[src/rtl/snh_pkg.sv]
`timescale 1ns / 1ps
// ----------------------------------------------------------------------------
// snh_pkg
// Shared types and constants for the nonce hash pipeline.
// ----------------------------------------------------------------------------
package snh_pkg;

	// four 64-bit hash lanes, index 0 is v0
	typedef logic [3:0][63:0] lanes_t;

	localparam int unsigned LANE_W    = 64;
	localparam int unsigned STAMP_W   = 32;
	localparam int unsigned NONCE_W   = 32;
	localparam int unsigned PADDR_W   = 4;
	localparam int unsigned PDATA_W   = 64;
	localparam int unsigned NUM_ROUND = 10;

	// register index of the magic word
	localparam logic REG_MAGIC = 1'b0;

	localparam logic [63:0] LANE_FEED_FINAL = 64'h0c00_0000_0000_0000;
	localparam logic [63:0] LANE_TWIST      = 64'h0000_0000_0000_00ff;
	localparam logic [63:0] MAGIC_RESET     = 64'h0;

endpackage

[src/rtl/snh_round.sv]
`timescale 1ns / 1ps
// ----------------------------------------------------------------------------
// snh_round
// One SipRound with an optional word mixed into v3 before it and words
// mixed into v0 and v2 after it.
// ----------------------------------------------------------------------------
module snh_round (
	input  snh_pkg::lanes_t lane_in,
	input  logic [63:0]     pre_v3,
	input  logic [63:0]     post_v0,
	input  logic [63:0]     post_v2,
	output snh_pkg::lanes_t lane_out
);

	function automatic logic [63:0] rotl(input logic [63:0] w, input int unsigned s);
		rotl = (w << s) | (w >> (64 - s));
	endfunction

	logic [63:0] a0, a1, a2, a3;
	logic [63:0] b0, b1, b2, b3;
	logic [63:0] c0, c1, c2, c3;

	// first half round
	always_comb begin
		a0 = lane_in[0] + lane_in[1];
		a1 = rotl(lane_in[1], 13) ^ a0;
		a0 = rotl(a0, 32);
		a3 = lane_in[3] ^ pre_v3;
		a2 = lane_in[2] + a3;
		a3 = rotl(a3, 16) ^ a2;
	end

	// second half round
	always_comb begin
		b0 = a0 + a3;
		b3 = rotl(a3, 21) ^ b0;
		b2 = a2 + a1;
		b1 = rotl(a1, 17) ^ b2;
		b2 = rotl(b2, 32);
	end

	// mix in trailing words
	always_comb begin
		c0 = b0 ^ post_v0;
		c1 = b1;
		c2 = b2 ^ post_v2;
		c3 = b3;
		lane_out[0] = c0;
		lane_out[1] = c1;
		lane_out[2] = c2;
		lane_out[3] = c3;
	end

endmodule

[config.mk]
export PLATFORM = sky130hd
export DESIGN_NAME = snh_round
export DESIGN_NICKNAME = d
export VERILOG_FILES = /design/src/rtl/snh_pkg.sv /design/src/rtl/snh_round.sv
export SDC_FILE = /design/constraint.sdc
export NUM_CORES = 1
export LEC_CHECK = 0
export ABC_AREA = 1
export BUFFER_PORTS_ARGS = -buffer_cell sky130_fd_sc_hd__buf_2
export CAP_MARGIN = 10
export CORE_AREA = 4 4 273 275
export DETAILED_ROUTE_END_ITERATION = 8
export DIE_AREA = 0 0 277 279
export PLACE_DENSITY_LB_ADDON = 0.05
export SLEW_MARGIN = 15
export SYNTH_ARGS = -nofsm -noshare
export SYNTH_HDL_FRONTEND = slang
export SYNTH_SLANG_ARGS = --single-unit
[constraint.sdc]
create_clock -name vclk -period 13.7
set_clock_uncertainty 0.15 [all_clocks]
set_input_delay 1.37 -clock vclk [all_inputs]
set_output_delay 1.37 -clock vclk [all_outputs]
set_load 0.01 [all_outputs]
==> metrics.txt <==
DRT Pass-1 Iters=6; Synth cell types=51; setup TNS=0 ps; Slew Limit Fails=0; Synth top cells by count=nand2_1 (1142), inv_1 (717), nor2_1 (499), xor2_1 (351), a21oi_1 (350); CP max stage delay=820 ps; yosys synthesis warning count=0; Worst Path Arrival=8330 ps; DRC viols=0; Tightest Pin Transition=roughly 1200 ps; Initial Utilization=between 30 and 40%; DRT antenna net count=0; Seq Cell Count=0; DRT iter0 DRCs=3772; crit path max-delay cell type=xor2_1; Max Cap Viol=0; leakage power=between 0.015 and 0.02 uW; Crit. End Element=output pin; antenna fix cells=0; Register Area=0 um^2; Post-Syn Nets=5032; peak supply drop=167 uV; Worst Path Required=12180 ps; GRT overflow=0; final WL=between 150000 and 200000 um; routed len/inst=approximately 28 um; core area=72300 um^2; first-pass GRT wire length=between 200000 and 250000 um; final non-filler cell total=5982; IO buf count=roughly 700; Cell Rows=99; hold_buf cts=0; area of the multi-input gates=~21000 um^2; crit share post-route=between 70% and 80%; die area=slightly below 80000 um^2; postcts setup bufs=0; final hold violation count=0; Power Density=247 nW/um^2; cell taking the most area after synthesis=nand2_1; initial antenna violation count=3; Fill cells=about 8.4k; fin nets=roughly 5.7k; Mapped Avg Cell Area=around 5.5 um^2; die width=roughly 280 um; Relative slew margins=roughly 17%; Final HPWL DP=~150000 um; post-synthesis instance total=approximately 4.3k; critical path start-end classification=input pin to output pin; vias in the first global route=around 30k; worst hold path type=input pin to output pin; register area share after synthesis=0%; worst-path maximum fanout=4; most used cell, CP=nand2_1; number of gates resized after cts=0; count leader, synth=nand2_1; Area growth, synth to finish=19.9%; Die Y=approximately 280 um; Fmax=~100 MHz; startpoint types=input pin; GPL Wtd Cong=about 1.1; GRT Util Overall=39.8%; largest net degree at the start of global routing=8; crit path time final=9850 ps; Final setup viols=0; IO Pins=704; CLK BUF=0; via count=about 32k; Vias/cell=around 5.4; final total power=7010 uW; RSZ-0062 raised after global routing=false; top cell type's share of synthesized area=a little under a fifth; top cells by area, synth=nand2_1 (18%), ha_1 (14%), xor2_1 (13%); status=completed; layout cell share with drive strength beyond 1=16.2%; dpl cells=about 6.0k; mapped cell area=around 24000 um^2
-- kinds of logic after synthesis --
family	after synthesis	share of synthesized area, %
AND/OR/NAND/NOR	2065	35.9
buffers and inverters	722	11.4
XOR/XNOR	516	20.2
adder cells (fa/ha/maj)	263	14.0
AO/OA/AOI/OAI	755	18.4
-- power breakdown --
group          internal (uW)  switching (uW)  total [uW]
sequential                 0               0           0
combinational           2130            4880        7010
clock                      0               0           0
total                   2130            4880        7010
-- path summary, 6_finish.rpt --
kind        start  depth (start not counted)       endpoint  slack, ps
max     pre_v3[2]                         25  lane_out[228]       3850
min   post_v2[33]                          3  lane_out[161]       2850
-- worst max-delay path, delay by kind of cell --
kind,cells,cell delay [ps]
xor+xnor,5,2850
compound gates,3,750
fa+ha+maj,2,940
buf+inv,3,500
simple gates,12,1910
-- final cells by class --
| cell class | instances | area share (%) |
|---|---|---|
| Tap cell | 959 | 4.22 |
| Multi-Input combinational cell | 3599 | 73.9 |
| Timing Repair Buffer | 704 | 12.4 |
| Inverter | 720 | 9.51 |
-- metal layers --
layer  share of wire [%]  routed length [um]  up-vias  GRT usage (%)
met5              0.0043                   7        -              0
met4                 5.0                8300        2           15.1
met3                 9.9               16300      254           8.09
met2                  43               71100     1859           63.9
met1                  42               68800    15043           52.6
li1                    -                   -    15198              -
-- layout by cell type, fill, tap and decap left out, types with 2 or more instances in the layout --
cell type and n:
a211oi_1 2, a21boi_0 19, a21boi_1 5, a21o_1 49
a21oi_1 350, a21oi_2 17, a31oi_1 18, and2_1 3
and3_1 4, buf_2 704, fa_1 4, ha_1 259
inv_1 717, inv_2 2, nand2_1 1142, nand2_2 23
nand3_1 252, nand3_2 9, nand3b_1 34, nand4_1 12
nor2_1 499, nor2_2 8, nor3_1 52, nor3_2 2
nor4_1 13, o2111ai_1 3, o211ai_1 10, o21a_1 22
o21ai_0 180, o21ai_1 15, o21ai_2 5, o21bai_1 48
o21bai_2 5, or2_1 4, or2_2 6, xnor2_1 131
xnor2_2 2, xnor3_1 5, xor2_1 351, xor2_2 27
-- through the flow --
step / hold slack, ps / setup WS (ps) / utilization [%] / instance area (um^2)
floorplan: 2670 / 7120 / - / 23700
global placement: 2850 / 3810 / 39.3 / 28400
detailed placement: 2850 / 4190 / 39.3 / 28400
CTS: 2850 / 4150 / 39.3 / 28400
global route: 2860 / 3820 / 39.3 / 28400
finish: 2850 / 3850 / 39.3 / 28400
No activity file was read; power rests on OpenSTA's default activity.
